## config.mk

```make
export PLATFORM = sky130hd
export DESIGN_NAME = dvre_ram
export DESIGN_NICKNAME = d
export VERILOG_FILES = /design/src/hdl/distance_vector_relax_engine_macros.svh /design/src/hdl/dvre_ram.sv
export SDC_FILE = /design/constraint.sdc
export NUM_CORES = 1
export LEC_CHECK = 0
export BUFFER_PORTS_ARGS = -buffer_cell sky130_fd_sc_hd__buf_4
export CAP_MARGIN = 40
export CORE_ASPECT_RATIO = 1.25
export CORE_MARGIN = 8
export CORE_UTILIZATION = 50
export CTS_CLUSTER_SIZE = 28
export DETAILED_ROUTE_END_ITERATION = 10
export PLACE_DENSITY_LB_ADDON = 0.08
export REMOVE_ABC_BUFFERS = 1
export SYNTH_ARGS = -nofsm -noshare
export SYNTH_HDL_FRONTEND = slang
export SYNTH_SLANG_ARGS = --single-unit
```

## constraint.sdc

```tcl
create_clock -name clk -period 2.6 [get_ports clk]
set_input_delay 0.39 -clock clk [delete_from_list [all_inputs] [get_ports clk]]
set_output_delay 0.39 -clock clk [all_outputs]
set_load 0.005 [all_outputs]
```

## src/hdl/distance_vector_relax_engine_macros.svh

```systemverilog
// Assertion helpers for the engine's controller RTL (dvre_ctrl.sv).
// Each macro expects clk and arst_n in scope.
`ifndef DISTANCE_VECTOR_RELAX_ENGINE_MACROS_SVH
`define DISTANCE_VECTOR_RELAX_ENGINE_MACROS_SVH

// Same-cycle implication
`define DVRE_ASSERT_IMP(lbl, ante, cons, msg) \
	lbl: assert property (@(posedge clk) disable iff (!arst_n) (ante) |-> (cons)) \
		else $error(msg);

// Next-cycle implication
`define DVRE_ASSERT_NXT(lbl, ante, cons, msg) \
	lbl: assert property (@(posedge clk) disable iff (!arst_n) (ante) |=> (cons)) \
		else $error(msg);

`endif

```

## src/hdl/dvre_ram.sv

```systemverilog
`default_nettype none
module dvre_ram #(
	parameter int AW = 6,
	parameter int DW = 16
) (
	input  wire logic          clk,
	input  wire logic          wr_en,
	input  wire logic [AW-1:0] wr_addr,
	input  wire logic [DW-1:0] wr_data,
	input  wire logic          rd_en,
	input  wire logic [AW-1:0] rd_addr,
	output logic      [DW-1:0] rd_data
);

	logic [DW-1:0] mem [1 << AW];

	// Write port and registered read port; read data holds without rd_en
	always_ff @(posedge clk) begin
		if (wr_en) begin
			mem[wr_addr] <= wr_data;
		end
		if (rd_en) begin
			rd_data <= mem[rd_addr];
		end
	end

endmodule
`default_nettype wire

```

**Word level (Yosys, flattened, before mapping)**

Memories as Yosys holds them, arrays and structs flattened. A register that Yosys moved wholly into a read port is not among the register bits.
Index checks and enable logic that the tools add are counted.

- Register bits: 0
- Logic and storage cells: 3
- Memories: 1
- Output and inout port bits: 16
- Input bits: 31
- Memory bits (writable): 1024

Memories:

| name | depth | width | rd ports | clocked after memory_dff | wr ports | RTL line | RTL |
|---|---|---|---|---|---|---|---|
| mem | 64 | 16 | 1 | 1 | 1 | dvre_ram.sv:15 | `logic [DW-1:0] mem [1 << AW];` |

- Mux-type cells: 2

Operators by type and width:

| cell | count |
|---|---|
| $mux W1 | 2 |

**Longest topological paths before layout**

- Word-level depth: 2
- Depth in mapped cells: 10

**Worst setup path after synthesis**

No wires, ideal clock.

- Path kind: input to register
- From: input port wr_addr[3]
- To: memory mem[48][0], enable pin
- Arrival time: 2.016 ns
- Path slack: 0.175 ns
- Buffers on the path: 1
- Data required time: 2.191 ns
- Library setup time: 0.409 ns
- Cell stages on the path: 4
- Path through: clkbuf_1 > nor2b_1 > nand4b_1 > nor3_1

RTL lines:

| item | RTL line | RTL |
|---|---|---|
| start: declaration | dvre_ram.sv:8 | `input wire logic [AW-1:0] wr_addr,` |
| end: declaration | dvre_ram.sv:15 |  |

No word-level cell before the write port.

==> results.cfg <==
[run_status]
status = completed

[final_layout]
nFillCells = 5867
drive_above_1_share_pct = 31.3
final_cell_mix = 1040 x edfxtp_1, 254 x buf_4, 220 x mux4_2, 100 x clkbuf_16, 85 x mux2i_1
nNetsFinal = 2139
layout_commonest_cell = edfxtp_1
area_growth_pct = 15.8

[setup_path]
startpoint_type = input port
r2r_end = rd_data[3]$_DFFE_PP_
worstReg2RegStart = mem[11][3]$_DFFE_PP_
worstPathRequired_ps = 3010
reg2reg_depth = 5
critical_path_class = input port to flop
cp-startpoint = rd_addr[0]
arrival_ps = 2630
rrSetupSlack_ps = 460
crit_end = rd_data[14]$_DFFE_PP_
critPathMaxFanout = 15
end_kind = flop

[detailed_routing]
via_per_inst = 6.02
drc_errors = 0
ant_nets = 0
firstDrtPassIters = 5
num_vias = 19600
wirelength_um = 100000
routedWlPerCell_um = 30.8
drt_iter0_drc = 1850

[power_and_ir_drop]
peakVddDrop_mv = 0.548
power_density_nw_per_um2 = 757
leakage_nw = 15.1

[timing]
grt_setup_unrepaired = false
fin_crit_sh_pct = 85.5
drv_slew = 0
clock_skew_ps = 33.8
hold_viol_final = 0
fmax_mhz = 450
worst_pin_slew_ps = 913
hold_slack_ps = 151
setup_violations = 0
final.setup.tns_ps = 0
maxSlewHeadroom_pct = 39.1
period_needed_ps = 2220

[floorplan]
rows = 116
start_util_pct = 50.4
io_pins = 47
die-area_sq_um = 89800
core_area_sq_um = 79800
die_height_um = 333
die_w_um = 270

[synthesis]
yosysTopAreaCell = edfxtp_1
ys_ff_latch = 1040
synth_cell_types = 42
ys.flop_type = edfxtp_1
syn_inst = 1829
synth_edf_count = 1040
synth_top_area_share_pct = 77.7
yosysWarnings = 0
syn_area_per_cell_sq_um = 22.0
async_flop_share_pct = 0
synth.top_cells.by_area = edfxtp_1 78%, mux4_2 12%, mux2i_1 2.1%, mux2_2 0.76%, a22oi_1 0.73%
yosysSeqAreaShare_pct = 77.7
synth_area_sq_um = 40200

[global_routing]
antenna_found_initial = 8
grt_max_degree = 65
overflow = 0
grt_pass1_vias = 20200
track_usage_pct = 22.2
grt_pass1_wl_um = 145000

[clock_network]
clk_latency_ps = 670
cts_sinks = 1040
cts_tree = built
cts_buffers = 99
cts_resized = 0
clk_pin_slew_worst_paths_ps = 70
root_buffer = clkbuf_16
clockBufferDepth = 3
postCtsSetupRepairBufs = 0
hold_buffers = 0
cts_max_level = 3

[placed_design]
dp_hpwl_um = 61300
port_buffers = 46
globalplace.congestion = 0.823

[job]
maxCapViolCount = 0

[min_path]
holdCritPathClass = input port to flop
-- synthesized netlist by cell type (6+ instances only) --
library cell,n
a211o_1,8
a211oi_1,8
a21oi_1,17
a221o_1,6
a221oi_1,16
a22o_1,6
a22oi_1,39
a311oi_1,8
a31oi_1,8
buf_2,36
buf_4,13
buf_6,17
clkbuf_1,24
edfxtp_1,1040
mux2_2,27
mux2i_1,85
mux4_2,220
nand2_1,59
nand3_1,24
nand4_1,12
nor2_1,72
nor2b_1,30
-- worst max-delay path, cell delays in order --
cell and delay [ps]:
buf_8 190, buf_12 190, buf_12 180, buf_4 240, mux4_2 540, mux2i_1 260
o21ai_0 290, and4_1 310
-- where the power goes --
group / switching [mW] / internal, mW / leakage, nW
sequential: 0.0476 / 18.6 / 9.37
clock: 6.09 / 8.53 / 1.62
combinational: 1.16 / 0.796 / 4.11
total: 7.30 / 27.9 / 15.1
-- registers in the layout, summed over array words and instances, names as in the netlist --
signal / cells
rd_data: 16
mem: 1024
-- final cells by class --
type                    instances  area (sq um)  area share, %
diodes                          4          10.0         0.0215
clock buffers                 115          2560           5.50
clock inverters                66           717           1.54
multi-input cells             685          8250           17.7
flip-flops and latches       1040         31200           67.1
well taps                    1062          1330           2.85
repair buffers                282          2450           5.26
-- cells by family after synthesis --
| group | Yosys count | share of synthesized area (%) |
|---|---|---|
| AO/OA/AOI/OAI | 129 | 2.40 |
| AND/OR/NAND/NOR | 220 | 2.64 |
| flip-flops | 1040 | 77.7 |
| buffers and inverters | 104 | 1.82 |
| multiplexers | 336 | 15.5 |
-- worst min-delay path by stage --
stage                                     from              endpoint  slack, ps  depth (start not counted)
after detailed placement  rd_data[1]$_DFFE_PP_            rd_data[1]        790                          1
after global placement    rd_data[1]$_DFFE_PP_            rd_data[1]        800                          1
after floorplan                     wr_data[0]   mem[0][0]$_DFFE_PP_        490                          0
after CTS                                rd_en  rd_data[8]$_DFFE_PP_        110                          1
final                                    rd_en  rd_data[8]$_DFFE_PP_        150                          1
after global routing                     rd_en  rd_data[8]$_DFFE_PP_        140                          1
-- routing by layer --
metal	vias up	share of wire (%)	global-route usage (%)
met3	136	6.2	3.47
met5	-	0.032	0
li1	8260	-	-
met1	10600	41	30.1
met4	4	2.9	7.04
met2	653	50	37.0
-- metrics by stage --
step	power, mW	utilization, %	instance area [sq um]	std cells	setup WS, ps
6_report	35.2	58.3	46500	3254	377
4_1_cts	35.5	58.3	46500	3250	373
3_5_place_dp	21.0	54.2	43300	3069	-324
5_1_grt	36.2	58.3	46500	3250	382
2_1_floorplan	19.7	-	39500	1725	328
3_3_place_gp	21.0	54.2	43200	3068	-285
Note: power is estimated with default switching activity, not from simulation.
