### config.mk
export PLATFORM = sky130hd
export DESIGN_NAME = dvre_ctrl
export DESIGN_NICKNAME = d
export VERILOG_FILES = /design/src/hdl/dvre_pkg.sv /design/src/hdl/dvre_ctrl.sv
export VERILOG_INCLUDE_DIRS = /design/src /design/src/hdl
export SDC_FILE = /design/constraint.sdc
export NUM_CORES = 1
export LEC_CHECK = 0
export ABC_AREA = 1
export BUFFER_PORTS_ARGS = -buffer_cell sky130_fd_sc_hd__clkbuf_2
export CAP_MARGIN = 20
export CORE_AREA = 3 3 197 199
export CTS_CLUSTER_DIAMETER = 30
export CTS_CLUSTER_SIZE = 14
export DETAILED_ROUTE_END_ITERATION = 7
export DIE_AREA = 0 0 200 202
export PLACE_DENSITY_LB_ADDON = 0.15
export SLEW_MARGIN = 20
export SYNTH_ARGS = -nofsm -noshare
export SYNTH_HDL_FRONTEND = slang
export SYNTH_SLANG_ARGS = --single-unit
### constraint.sdc
create_clock -name clk -period 5.3 [get_ports clk]
set_input_delay 1.06 -clock clk [delete_from_list [all_inputs] [get_ports clk]]
set_output_delay 1.06 -clock clk [all_outputs]
set_load 0.005 [all_outputs]
### src/hdl/distance_vector_relax_engine_macros.svh
// Assertion helpers for the engine's controller RTL (dvre_ctrl.sv).
// Each macro expects clk and arst_n in scope.
`ifndef DISTANCE_VECTOR_RELAX_ENGINE_MACROS_SVH
`define DISTANCE_VECTOR_RELAX_ENGINE_MACROS_SVH

// Same-cycle implication
`define DVRE_ASSERT_IMP(lbl, ante, cons, msg) \
	lbl: assert property (@(posedge clk) disable iff (!arst_n) (ante) |-> (cons)) \
		else $error(msg);

// Next-cycle implication
`define DVRE_ASSERT_NXT(lbl, ante, cons, msg) \
	lbl: assert property (@(posedge clk) disable iff (!arst_n) (ante) |=> (cons)) \
		else $error(msg);

`endif

### src/hdl/dvre_pkg.sv
`default_nettype none
package dvre_pkg;

	localparam int DEF_MAX_NODES   = 64;
	localparam int DEF_WEIGHT_BITS = 16;

	localparam int IN_TDATA_W  = 64;
	localparam int OUT_TDATA_W = 56;
	localparam int CFG_IDX_W   = 1;
	localparam int CFG_DATA_W  = 7;

	// Commands
	localparam logic [2:0] CMD_LOAD     = 3'd0;
	localparam logic [2:0] CMD_INIT     = 3'd1;
	localparam logic [2:0] CMD_RELAX    = 3'd2;
	localparam logic [2:0] CMD_ANNOUNCE = 3'd3;
	localparam logic [2:0] CMD_READ     = 3'd4;

	// Result kinds
	localparam logic KIND_MSG  = 1'b0;
	localparam logic KIND_READ = 1'b1;

	// Register indexes
	localparam logic [CFG_IDX_W-1:0] REG_DEST  = 1'b0;
	localparam logic [CFG_IDX_W-1:0] REG_COUNT = 1'b1;

	localparam logic [31:0] INF_DIST = 32'hFFFF_FFFF;
	localparam logic [6:0]  NO_HOP   = 7'd64;
	localparam logic [6:0]  DEF_NODE_COUNT = 7'd64;

	typedef struct packed {
		logic [5:0] dest_node;
		logic [6:0] node_count;
	} cfg_t;

	typedef struct packed {
		logic [2:0]  cmd;
		logic [5:0]  row_node;
		logic [5:0]  col_node;
		logic [15:0] link_w;
		logic [31:0] neighbour_estimate;
	} in_item_t;

	typedef struct packed {
		logic        kind;
		logic [5:0]  to_node;
		logic [5:0]  from_node;
		logic [31:0] distance;
		logic [6:0]  next_hop;
		logic        last;
	} result_t;

	// One node entry: pending-update flag, next hop, distance
	typedef struct packed {
		logic        upd;
		logic [6:0]  hop;
		logic [31:0] metric;
	} node_ent_t;

endpackage
`default_nettype wire

### src/hdl/dvre_ctrl.sv
`default_nettype none
`include "distance_vector_relax_engine_macros.svh"
module dvre_ctrl #(
	parameter int MAX_NODES   = dvre_pkg::DEF_MAX_NODES,
	parameter int WEIGHT_BITS = dvre_pkg::DEF_WEIGHT_BITS
) (
	input  wire logic                                 clk,
	input  wire logic                                 arst_n,
	input  wire dvre_pkg::cfg_t                       cfg,
	input  wire logic                                 in_valid,
	output logic                                      in_ready,
	input  wire dvre_pkg::in_item_t                   in_item,
	output logic                                      out_valid,
	input  wire logic                                 out_ready,
	output dvre_pkg::result_t                         out_item,
	output logic                                      w_wr_en,
	output logic [2*$clog2(MAX_NODES)-1:0]            w_wr_addr,
	output logic [WEIGHT_BITS-1:0]                    w_wr_data,
	output logic                                      w_rd_en,
	output logic [2*$clog2(MAX_NODES)-1:0]            w_rd_addr,
	input  wire logic [WEIGHT_BITS-1:0]               w_rd_data,
	output logic                                      n_wr_en,
	output logic [$clog2(MAX_NODES)-1:0]              n_wr_addr,
	output dvre_pkg::node_ent_t                       n_wr_data,
	output logic                                      n_rd_en,
	output logic [$clog2(MAX_NODES)-1:0]              n_rd_addr,
	input  wire dvre_pkg::node_ent_t                  n_rd_data
);
	import dvre_pkg::*;

	localparam int NB   = $clog2(MAX_NODES);
	localparam int CW   = $clog2(MAX_NODES + 1);
	localparam int WA_W = 2 * NB;

	localparam logic [2:0] ST_CLEAR    = 3'd0;
	localparam logic [2:0] ST_IDLE     = 3'd1;
	localparam logic [2:0] ST_RELAX    = 3'd2;
	localparam logic [2:0] ST_ANN_HEAD = 3'd3;
	localparam logic [2:0] ST_SCAN     = 3'd4;
	localparam logic [2:0] ST_READ     = 3'd5;
	localparam logic [2:0] ST_INIT     = 3'd6;

	logic [2:0]      state_q;
	logic [WA_W-1:0] clr_q;
	logic [NB-1:0]   init_q;
	logic [CW-1:0]   iss_q;
	logic            chk_v_s1;
	logic [NB-1:0]   chk_idx_s1;
	logic            pend_v_q;
	logic [NB-1:0]   pend_idx_q;
	logic            oob_q;
	logic [5:0]      row_q;
	logic [5:0]      col_q;
	logic [31:0]     est_q;
	logic [31:0]     dist_q;
	logic            out_valid_q;
	result_t         out_q;

	logic [CW-1:0]   cnt;
	logic            accept;
	logic            row_in_cnt;
	logic            col_in_cnt;
	logic            row_in_max;
	logic            col_in_max;
	logic            push_ok;
	logic            push;
	result_t         push_item;
	logic [32:0]     sum;
	logic [31:0]     sat_sum;
	logic            relax_better;
	logic            scan_more;
	logic            scan_hit;
	logic            scan_stall;
	logic            scan_issue;
	logic            scan_finish;
	logic            dest_in_cnt;

	// Nodes in use, clamped to the store size
	assign cnt = (32'(cfg.node_count) > MAX_NODES) ? CW'(MAX_NODES) : CW'(cfg.node_count);

	assign in_ready   = (state_q == ST_IDLE);
	assign accept     = in_valid && in_ready;
	assign row_in_cnt = 32'(in_item.row_node) < 32'(cnt);
	assign col_in_cnt = 32'(in_item.col_node) < 32'(cnt);
	assign row_in_max = 32'(in_item.row_node) < MAX_NODES;
	assign col_in_max = 32'(in_item.col_node) < MAX_NODES;
	assign dest_in_cnt = 32'(cfg.dest_node) < 32'(cnt);

	assign push_ok = !out_valid_q || out_ready;

	// Saturating relax sum and compare against the stored distance
	assign sum     = {1'b0, est_q} + 33'(w_rd_data);
	assign sat_sum = (sum >= {1'b0, INF_DIST}) ? INF_DIST : sum[31:0];
	assign relax_better = (w_rd_data != '0) && (est_q != INF_DIST) && (sat_sum < n_rd_data.metric);

	// Announce scan: one weight read issued per cycle unless stalled by a held message, checked the next
	assign scan_more   = iss_q < cnt;
	assign scan_hit    = chk_v_s1 && (w_rd_data != '0);
	assign scan_stall  = scan_hit && pend_v_q && !push_ok;
	assign scan_issue  = (state_q == ST_SCAN) && !scan_stall && scan_more;
	assign scan_finish = !chk_v_s1 && !scan_more;

	// Memory ports and result push
	always_comb begin
		w_wr_en   = 1'b0;
		w_wr_addr = {NB'(in_item.row_node), NB'(in_item.col_node)};
		w_wr_data = WEIGHT_BITS'(in_item.link_w);
		w_rd_en   = 1'b0;
		w_rd_addr = {NB'(in_item.row_node), NB'(in_item.col_node)};
		n_wr_en   = 1'b0;
		n_wr_addr = NB'(row_q);
		n_wr_data = '{upd: 1'b0, hop: NO_HOP, metric: INF_DIST};
		n_rd_en   = 1'b0;
		n_rd_addr = NB'(in_item.row_node);
		push      = 1'b0;
		push_item = '{kind: KIND_MSG, to_node: 6'(pend_idx_q), from_node: row_q,
			distance: dist_q, next_hop: NO_HOP, last: 1'b0};
		unique case (state_q)
			ST_CLEAR: begin
				w_wr_en   = 1'b1;
				w_wr_addr = clr_q;
				w_wr_data = '0;
				n_wr_en   = 1'b1;
				n_wr_addr = clr_q[NB-1:0];
			end
			ST_IDLE: begin
				if (accept) begin
					unique case (in_item.cmd)
						CMD_LOAD: w_wr_en = row_in_max && col_in_max;
						CMD_RELAX: begin
							w_rd_en = row_in_cnt && col_in_cnt;
							n_rd_en = row_in_cnt && col_in_cnt;
						end
						CMD_ANNOUNCE: n_rd_en = row_in_cnt;
						CMD_READ: n_rd_en = row_in_max;
						default: begin
						end
					endcase
				end
			end
			ST_RELAX: begin
				n_wr_en   = relax_better;
				n_wr_data = '{upd: 1'b1, hop: 7'(col_q), metric: sat_sum};
			end
			ST_ANN_HEAD: begin
				// clear the flag now; nothing else touches the entry during the scan
				n_wr_en   = n_rd_data.upd;
				n_wr_data = '{upd: 1'b0, hop: n_rd_data.hop, metric: n_rd_data.metric};
			end
			ST_SCAN: begin
				w_rd_en   = scan_issue;
				w_rd_addr = {NB'(iss_q), NB'(row_q)};
				if (scan_hit && pend_v_q && push_ok) begin
					push = 1'b1;
				end else if (scan_finish && pend_v_q && push_ok) begin
					push           = 1'b1;
					push_item.last = 1'b1;
				end
			end
			ST_READ: begin
				push      = push_ok;
				push_item = '{kind: KIND_READ, to_node: row_q, from_node: row_q,
					distance: oob_q ? INF_DIST : n_rd_data.metric,
					next_hop: oob_q ? NO_HOP : n_rd_data.hop, last: 1'b1};
			end
			ST_INIT: begin
				n_wr_en   = 1'b1;
				n_wr_addr = init_q;
				n_wr_data = '{upd: 1'b1, hop: NO_HOP,
					metric: (dest_in_cnt && (32'(init_q) == 32'(cfg.dest_node))) ? '0 : INF_DIST};
			end
			default: begin
			end
		endcase
	end

	// Sequencer
	always_ff @(posedge clk or negedge arst_n) begin
		if (!arst_n) begin
			state_q    <= ST_CLEAR;
			clr_q      <= '0;
			init_q     <= '0;
			iss_q      <= '0;
			chk_v_s1   <= 1'b0;
			pend_v_q   <= 1'b0;
			oob_q      <= 1'b0;
		end else begin
			unique case (state_q)
				ST_CLEAR: begin
					clr_q <= clr_q + 1'b1;
					if (&clr_q) begin
						state_q <= ST_IDLE;
					end
				end
				ST_IDLE: begin
					if (accept) begin
						unique case (in_item.cmd)
							CMD_INIT: begin
								init_q  <= '0;
								state_q <= ST_INIT;
							end
							CMD_RELAX: begin
								if (row_in_cnt && col_in_cnt) begin
									state_q <= ST_RELAX;
								end
							end
							CMD_ANNOUNCE: begin
								if (row_in_cnt) begin
									state_q <= ST_ANN_HEAD;
								end
							end
							CMD_READ: begin
								oob_q   <= !row_in_max;
								state_q <= ST_READ;
							end
							default: begin
							end
						endcase
					end
				end
				ST_RELAX: state_q <= ST_IDLE;
				ST_ANN_HEAD: begin
					iss_q    <= '0;
					chk_v_s1 <= 1'b0;
					pend_v_q <= 1'b0;
					state_q  <= n_rd_data.upd ? ST_SCAN : ST_IDLE;
				end
				ST_SCAN: begin
					if (!scan_stall) begin
						chk_v_s1 <= scan_issue;
						if (scan_issue) begin
							iss_q <= iss_q + 1'b1;
						end
						if (scan_hit) begin
							pend_v_q <= 1'b1;
						end
					end
					if (scan_finish && (!pend_v_q || push_ok)) begin
						pend_v_q <= 1'b0;
						state_q  <= ST_IDLE;
					end
				end
				ST_READ: begin
					if (push_ok) begin
						state_q <= ST_IDLE;
					end
				end
				ST_INIT: begin
					init_q <= init_q + 1'b1;
					if (32'(init_q) == MAX_NODES - 1) begin
						state_q <= ST_IDLE;
					end
				end
				default: state_q <= ST_IDLE;
			endcase
		end
	end

	// Hold the item's operands and scan indexes
	always_ff @(posedge clk) begin
		if (accept) begin
			row_q <= in_item.row_node;
			col_q <= in_item.col_node;
			est_q <= in_item.neighbour_estimate;
		end
		if (state_q == ST_ANN_HEAD) begin
			dist_q <= n_rd_data.metric;
		end
		if (scan_issue) begin
			chk_idx_s1 <= NB'(iss_q);
		end
		if ((state_q == ST_SCAN) && !scan_stall && scan_hit) begin
			pend_idx_q <= chk_idx_s1;
		end
	end

	// Output register
	always_ff @(posedge clk or negedge arst_n) begin
		if (!arst_n) begin
			out_valid_q <= 1'b0;
		end else if (push) begin
			out_valid_q <= 1'b1;
		end else if (out_ready) begin
			out_valid_q <= 1'b0;
		end
	end

	always_ff @(posedge clk) begin
		if (push) begin
			out_q <= push_item;
		end
	end

	assign out_valid = out_valid_q;
	assign out_item  = out_q;

	`DVRE_ASSERT_IMP(a_push_slot_free, push && out_valid_q, out_ready, "result pushed over an untaken item")
	`DVRE_ASSERT_IMP(a_scan_bound, state_q == ST_SCAN, iss_q <= cnt, "scan index past node count")
	`DVRE_ASSERT_NXT(a_relax_single, state_q == ST_RELAX, state_q == ST_IDLE, "relax did not finish")
	`DVRE_ASSERT_IMP(a_weight_write, w_wr_en, (state_q == ST_IDLE) || (state_q == ST_CLEAR), "weight write outside load or clear")

endmodule
`default_nettype wire

## Word-level counts from Yosys, hierarchy flattened

Cells that the tools add are included.

| operators by class | value |
|---|---|
| $add $sub $neg | 4 |
| magnitude comparators | 7 |
| eq/ne operators | 26 |
| multiplexer cells | 48 |
| reduce and logical (&&, ||, !) cells | 37 |

Operators with widths:

| operator | count |
|---|---|
| one-hot mux 40 bit (3 select lines) | 1 |
| 2-to-1 mux 32 bit | 2 |
| 2-to-1 mux 52 bit | 1 |
| adder 32 x 16 -> 33 bit | 1 |
| greater-or-equal comparator 33 x 32 -> 1 bit (second input constant) | 1 |
| < comparator 32 bit | 1 |
| != test 32 bit (second input constant) | 1 |
| 2-to-1 mux 12 bit | 2 |
| 2-to-1 mux 3 bit | 8 |
| one-hot mux 6 bit (2 select lines) | 2 |
| < comparator 6 x 7 -> 1 bit | 3 |
| 2-to-1 mux 7 bit | 3 |
| one-hot mux 3 bit (6 select lines) | 1 |
| logical AND 1 bit | 16 |
| 2-to-1 mux 16 bit | 1 |
| nonzero test 16 bit | 1 |
| 2-to-1 mux 1 bit | 15 |
| one-hot mux 7 bit (2 select lines) | 1 |
| adder 12 x 1 -> 12 bit (second input constant) | 1 |
| equality test 3 x 2 -> 1 bit (second input constant) | 4 |
| equality test 3 bit (second input constant) | 4 |
| 2-to-1 mux 6 bit | 2 |
| != test 2 bit (second input constant) | 6 |
| != test 3 bit (second input constant) | 4 |
| other kinds (21) | 40 |

| word-level totals | value |
|---|---|
| register bits | 172 |
| input bits | 136 |
| output and inout bits | 151 |
| word-level logic and storage cells | 141 |

## Longest topological paths before layout

| logic depth | value |
|---|---|
| depth in word-level cells | 11 |
| gate-level depth with buffers | 32 |
| depth with buffers taken out | 31 |

## Worst setup path after synthesis

No wires, ideal clock.

| timing path | value |
|---|---|
| path type | reg2reg |
| start point | reg state_q[2] |
| end point | reg out_q, in the netlist out_item[0] (enable) |
| setup time | 0.537 ns |
| arrival | 5.023 ns |
| data required time | 4.763 ns |
| path slack | -0.261 ns |
| stages on the path, launching flop included | 9 |
| buffers on the path | 2 |
| period minus slack after synthesis | 5.561 ns |
| cells stage by stage | dfrtp_1 inv_1 nor2_1 inv_1 nor2_1 inv_1 clkbuf_1 buf_1 o21ai_0 |

| on the way | value |
|---|---|
| longest elaborated chain between the ends | 2 |
| elaborated cells between the ends (all ways) | 3 |
| classes of those cells | 2 x eq/ne; 1 x mux |

RTL lines:

| what | line | source |
|---|---|---|
| start, declared | dvre_ctrl.sv:43 | `logic [2:0] state_q;` |
| start signal, assigned | dvre_ctrl.sv:226 | `state_q <= n_rd_data.upd ? ST_SCAN : ST_IDLE;` |
| equality test 3 bit | dvre_ctrl.sv:118 | `unique case (state_q)` |
| one-hot mux 1 bit (2 select lines) * | dvre_ctrl.sv:118 |  |
| via push | dvre_ctrl.sv:66 | `logic push;` |
| end signal, assigned | dvre_ctrl.sv:290 | `out_q <= push_item;` |
| end, declared | dvre_ctrl.sv:57 | `result_t out_q;` |

The timed path passes the listed nets; every way through them passes the cells marked *.
A chain may end at the register's enable or synchronous reset.

## Worst setup path in the final report

| timing path | value |
|---|---|
| start point | in w_rd_data[0] |
| end point | out n_wr_en |

| on the way | value |
|---|---|
| longest elaborated chain between the ends | 6 |
| elaborated cells between the ends (all ways) | 8 |
| classes of those cells | 1 x add/sub; 2 x order compare; 2 x mux; 3 x reduce/logical |

RTL lines:

| what | line | source |
|---|---|---|
| start, declared | dvre_ctrl.sv:21 | `input wire logic [WEIGHT_BITS-1:0] w_rd_data,` |
| adder 32 x 16 -> 33 bit | dvre_ctrl.sv:92 | `assign sum = {1'b0, est_q} + 33'(w_rd_data);` |
| greater-or-equal comparator 33 x 32 -> 1 bit | dvre_ctrl.sv:93 | `assign sat_sum = (sum >= {1'b0, INF_DIST}) ? INF_DIST : sum[31:0];` |
| 2-to-1 mux 32 bit | dvre_ctrl.sv:93 |  |
| < comparator 32 bit | dvre_ctrl.sv:94 | `assign relax_better = (w_rd_data != '0) && (est_q != INF_DIST) && (sat_sum < n_rd_data.metric);` |
| logical AND 1 bit * | dvre_ctrl.sv:94 |  |
| one-hot mux 1 bit (3 select lines) * | dvre_ctrl.sv:118 |  |
| end, declared | dvre_ctrl.sv:22 | `output logic n_wr_en,` |

Mark *: on every way between the ends. The rest lies on a longest branch, timed or not.

==> run summary <==
=========================================================================
Max-cap violations                                                      0
Max-Slew Margin vs Limit                                           29.57%
Routability cong.                                                  0.8648
Maximum clock path buffer count                                         2
H-Tree Depth                                                            4
Vias per cell                                                       4.637
Switching pwr                                                     2486 uW
Sequential fraction of the synthesis area                          45.10%
Number of sinks on the clock net                                      172
Sum of negative setup slack                                    -0.1590 ns
Netlist cell types                                                     47
Clock network fraction of total power                               20.8%
Critical path class                                                in2out
Violated checks                                              negative setup slack
I/O Pins                                                              287
Largest net degree at the start of global routing                      85
CP startpoint kind                                             input port
Arrival time of data at the critical path endpoint                4.40 ns
GRT Resource Usage Total                                           18.47%
Dominant synthesized flop cell                                   edfxtp_1
Number of nets in the layout                                        1,968
Average footprint of a synthesized cell                        8.168 um^2
Post-synth EDFFs                                                      141
Crit share post-route                                              103.0%
Most area-hungry cell type in the Yosys netlist                  edfxtp_1
Number of global-route vias before repair                          10,094
Number of setup violations in the final report                          1
Vias                                                               10,595
Post-route cell area                                         0.01529 mm^2
Crit Path Max Fanout                                                    5
Die boundary width                                                 200 um
Number of buffers inserted by port buffering                          286
Slew at the pin closest to its max-slew limit                    1.056 ns
Crit path setup slack, layout                                  -0.1590 ns
Relative area change from synthesis to final layout                37.69%
Leak pwr                                                      0.007264 uW
Post-synthesis instance total                                       1,360
Area contributors post-synth                                 edfxtp_1 38%, nand2_1 13%, ha_1 8.0%, inv_1 7.3%, dfrtp_1 7.0%
Period minus WS final                                            5.459 ns
Data required time at the worst endpoint                          4.24 ns
Global route overflow                                                   0
Count of TritonRoute iterations in the first routing pass               5
HPWL after detailed placement                                   30,380 um
Maximum frequency from static timing analysis                   183.2 MHz
Die H                                                              202 um
Switching share of power                                           39.65%
Drt wl/cell                                                      16.48 um
Initial antenna violation count                                         3
Total Routed Length                                             37,660 um
Area fraction of the dominant cell type after synthesis            38.12%
Count of synthesis-stage warnings from yosys                            0
Clock tree from TritonCTS                                             yes
Placeable core region                                        0.03740 mm^2
Count of state elements after synthesis                               172
Run status                                                   finished, violations left
Violation count after the first detailed-routing iteration            613
Dpl cell area                                                0.01395 mm^2
Async S/R FF share, synth                                          18.02%
Layout cells sized above 1                                         34.80%
Residual DRC count                                                      0
Final max-slew violation count                                          0
Cell Area, Synth                                             0.01111 mm^2
Latest clock arrival within the worst-skew pair                   0.46 ns
Endpoint kind of the worst setup timing path                 primary output
Largest vdd supply drop                                       0.0002485 V
Power density of the placed cells                            409.9 mW/mm^2
Starting utilization of the core area                              29.70%
Clock Pin Slew Worst Setup and Hold Paths                         0.07 ns
Core Rows                                                              71
Combinational share of power                                        44.2%
Type of the worst min-delay path                                  reg2reg
Number of buffers created by CTS                                       17
Layout Skew                                                    0.01200 ns
Net count after synthesis                                           1,568
RSZ-0062 raised after global routing                                  yes
Floorplan die area                                           0.04040 mm^2
First-pass GRT wire length                                      57,360 um
Antenna violation net count after detailed routing                      0
P_int                                                             3783 uW
Pre-CTS setup slack                                            -0.4108 ns
Sequential group share of total power                               35.0%
Number of hold violations in the final report                           0
Overall power of the completed layout                             6269 uW
Buffer type at the clock tree root                              clkbuf_16
Worst-case hold slack                                           0.4225 ns
=========================================================================
[cell families (layout without fill, tap and decap cells)]
logic type                 Yosys count  count (layout)  synth area share (%)
buffers and inverters              258             671                 9.326
adders and majority gates           72              72                 8.178
DFF                                172             172                 45.10
and+or+nand+nor                    634             634                 25.61
other                                0               1                     0
AOI/OAI and AO/OA                  202             202                 10.05
xor gates and xnor gates            22              22                 1.735
[power groups by stage]
| stage | Combinational, uW | Clock [uW] | Sequential (uW) |
|---|---|---|---|
| floorplan | 1350 | 0 | 2200 |
| global placement | 2610 | 0 | 2210 |
| detailed placement | 2620 | 0 | 2210 |
| CTS | 2690 | 1340 | 2190 |
| global route | 3120 | 1400 | 2240 |
| finish | 2770 | 1310 | 2190 |
[synthesized netlist by cell type (8+ instances only)]
cell type,instances
a21oi_1,70
buf_4,8
clkbuf_1,23
dfrtp_1,31
edfxtp_1,141
ha_1,71
inv_1,216
nand2_1,372
nand2_2,8
nand3_1,50
nand3_2,28
nand3b_1,9
nand4_1,28
nor2_1,109
nor3_1,11
nor4_1,10
o21ai_0,100
xnor2_1,9
xor2_1,13
[cells in the final DEF (no fill, tap or decap), drive strengths merged, types with 2 or more instances in the layout]
| cell | n |
|---|---|
| clkinv | 2 |
| nor4 | 10 |
| o211ai | 2 |
| a21oi | 74 |
| nand2 | 380 |
| edfxtp | 141 |
| nand4 | 28 |
| o31ai | 3 |
| o2111ai | 2 |
| or2 | 2 |
| xnor2 | 9 |
| nor3 | 13 |
| ha | 71 |
| o21ai | 101 |
| clkbuf | 301 |
| inv | 228 |
| dfrtp | 31 |
| a221oi | 2 |
| nor2 | 110 |
| xor2 | 13 |
| a211oi | 4 |
| o221ai | 6 |
| nand3b | 9 |
| nand3 | 81 |
| buf | 138 |
[cell type report]
| class | count | area [um^2] |
|---|---|---|
| timing repair buffer | 422 | 2557 |
| tap | 511 | 639.4 |
| clock inverter | 15 | 166.4 |
| multi-input combinational | 930 | 5679 |
| antenna | 1 | 2.502 |
| inverter | 217 | 814.5 |
| sequential | 172 | 5010 |
| fill | 3855 | 22110 |
| clock buffer | 17 | 425.4 |
[registers in the layout, indices dropped and copies added (netlist names), 7 cells and up]
signal / flops
clr_q: 12
dist_q: 32
iss_q: 7
out_item: 53
est_q: 32
[worst paths after layout]
path | startpoint | end | slack [ns] | cells after the start
worst min-delay path | chk_idx_s1[3]$_DFFE_PP_ | pend_idx_q[3]$_DFFE_PP_ | 0.42 | 0
min in group asynchronous | arst_n | iss_q[0]$_DFFE_PN0P_ | 0.69 | 1
worst max-delay path | w_rd_data[0] | n_wr_en | -0.16 | 28
worst max register to register | state_q[0]$_DFFE_PN0P_ | init_q[4]$_DFFE_PN0P_ | 2.49 | 9
worst min register to register | chk_idx_s1[3]$_DFFE_PP_ | pend_idx_q[3]$_DFFE_PP_ | 0.42 | 0
max in group asynchronous | arst_n | init_q[3]$_DFFE_PN0P_ | 4.08 | 1
[repair_timing]
| item | 4_1_cts | 5_1_grt |
|---|---|---|
| hold buffers | 0 | 0 |
| pin swaps | 26 | 45 |
| gates resized for setup | 49 | 85 |
| buffers inserted | 2 | 12 |
| setup endpoints to repair | 1 | 1 |
| gates cloned | 1 | 0 |
[per-layer routing]
metal  track usage [%]  wire [um]
met1             28.36      18960
met2             26.08      15560
met3             3.834       2430
met4             5.110        684
met5                 0         24
[worst max-delay path, stage by stage]
cell and delay [ns]:
buf_8 0.08, ha_4 0.12, inv_2 0.03, fa_2 0.37, inv_2 0.08, nand2_2 0.05
nand2_2 0.07, nand3_2 0.08, nand2_4 0.14, nand2_4 0.08, nand2_4 0.08, nand2_2 0.05
nand2_2 0.06, nand2_1 0.05, nor2_1 0.10, nand3_1 0.10, nor2_2 0.14, nand3_4 0.12
buf_12 0.16, nand3_4 0.07, ha_4 0.21, a21oi_2 0.14, o211ai_1 0.12, a211o_1 0.32
a211oi_2 0.19, nand2_1 0.10, nand2_2 0.10, buf_6 0.11
[metrics by stage]
| step | instances | utilization, % |
|---|---|---|
| 6_report | 2285 | 40.90 |
| 5_1_grt | 2285 | 40.90 |
| 4_1_cts | 2272 | 39.70 |
| 3_5_place_dp | 2237 | 37.31 |
| 3_3_place_gp | 2237 | 37.31 |
| 2_1_floorplan | 1360 | - |
(Power assumes the default switching activity.)
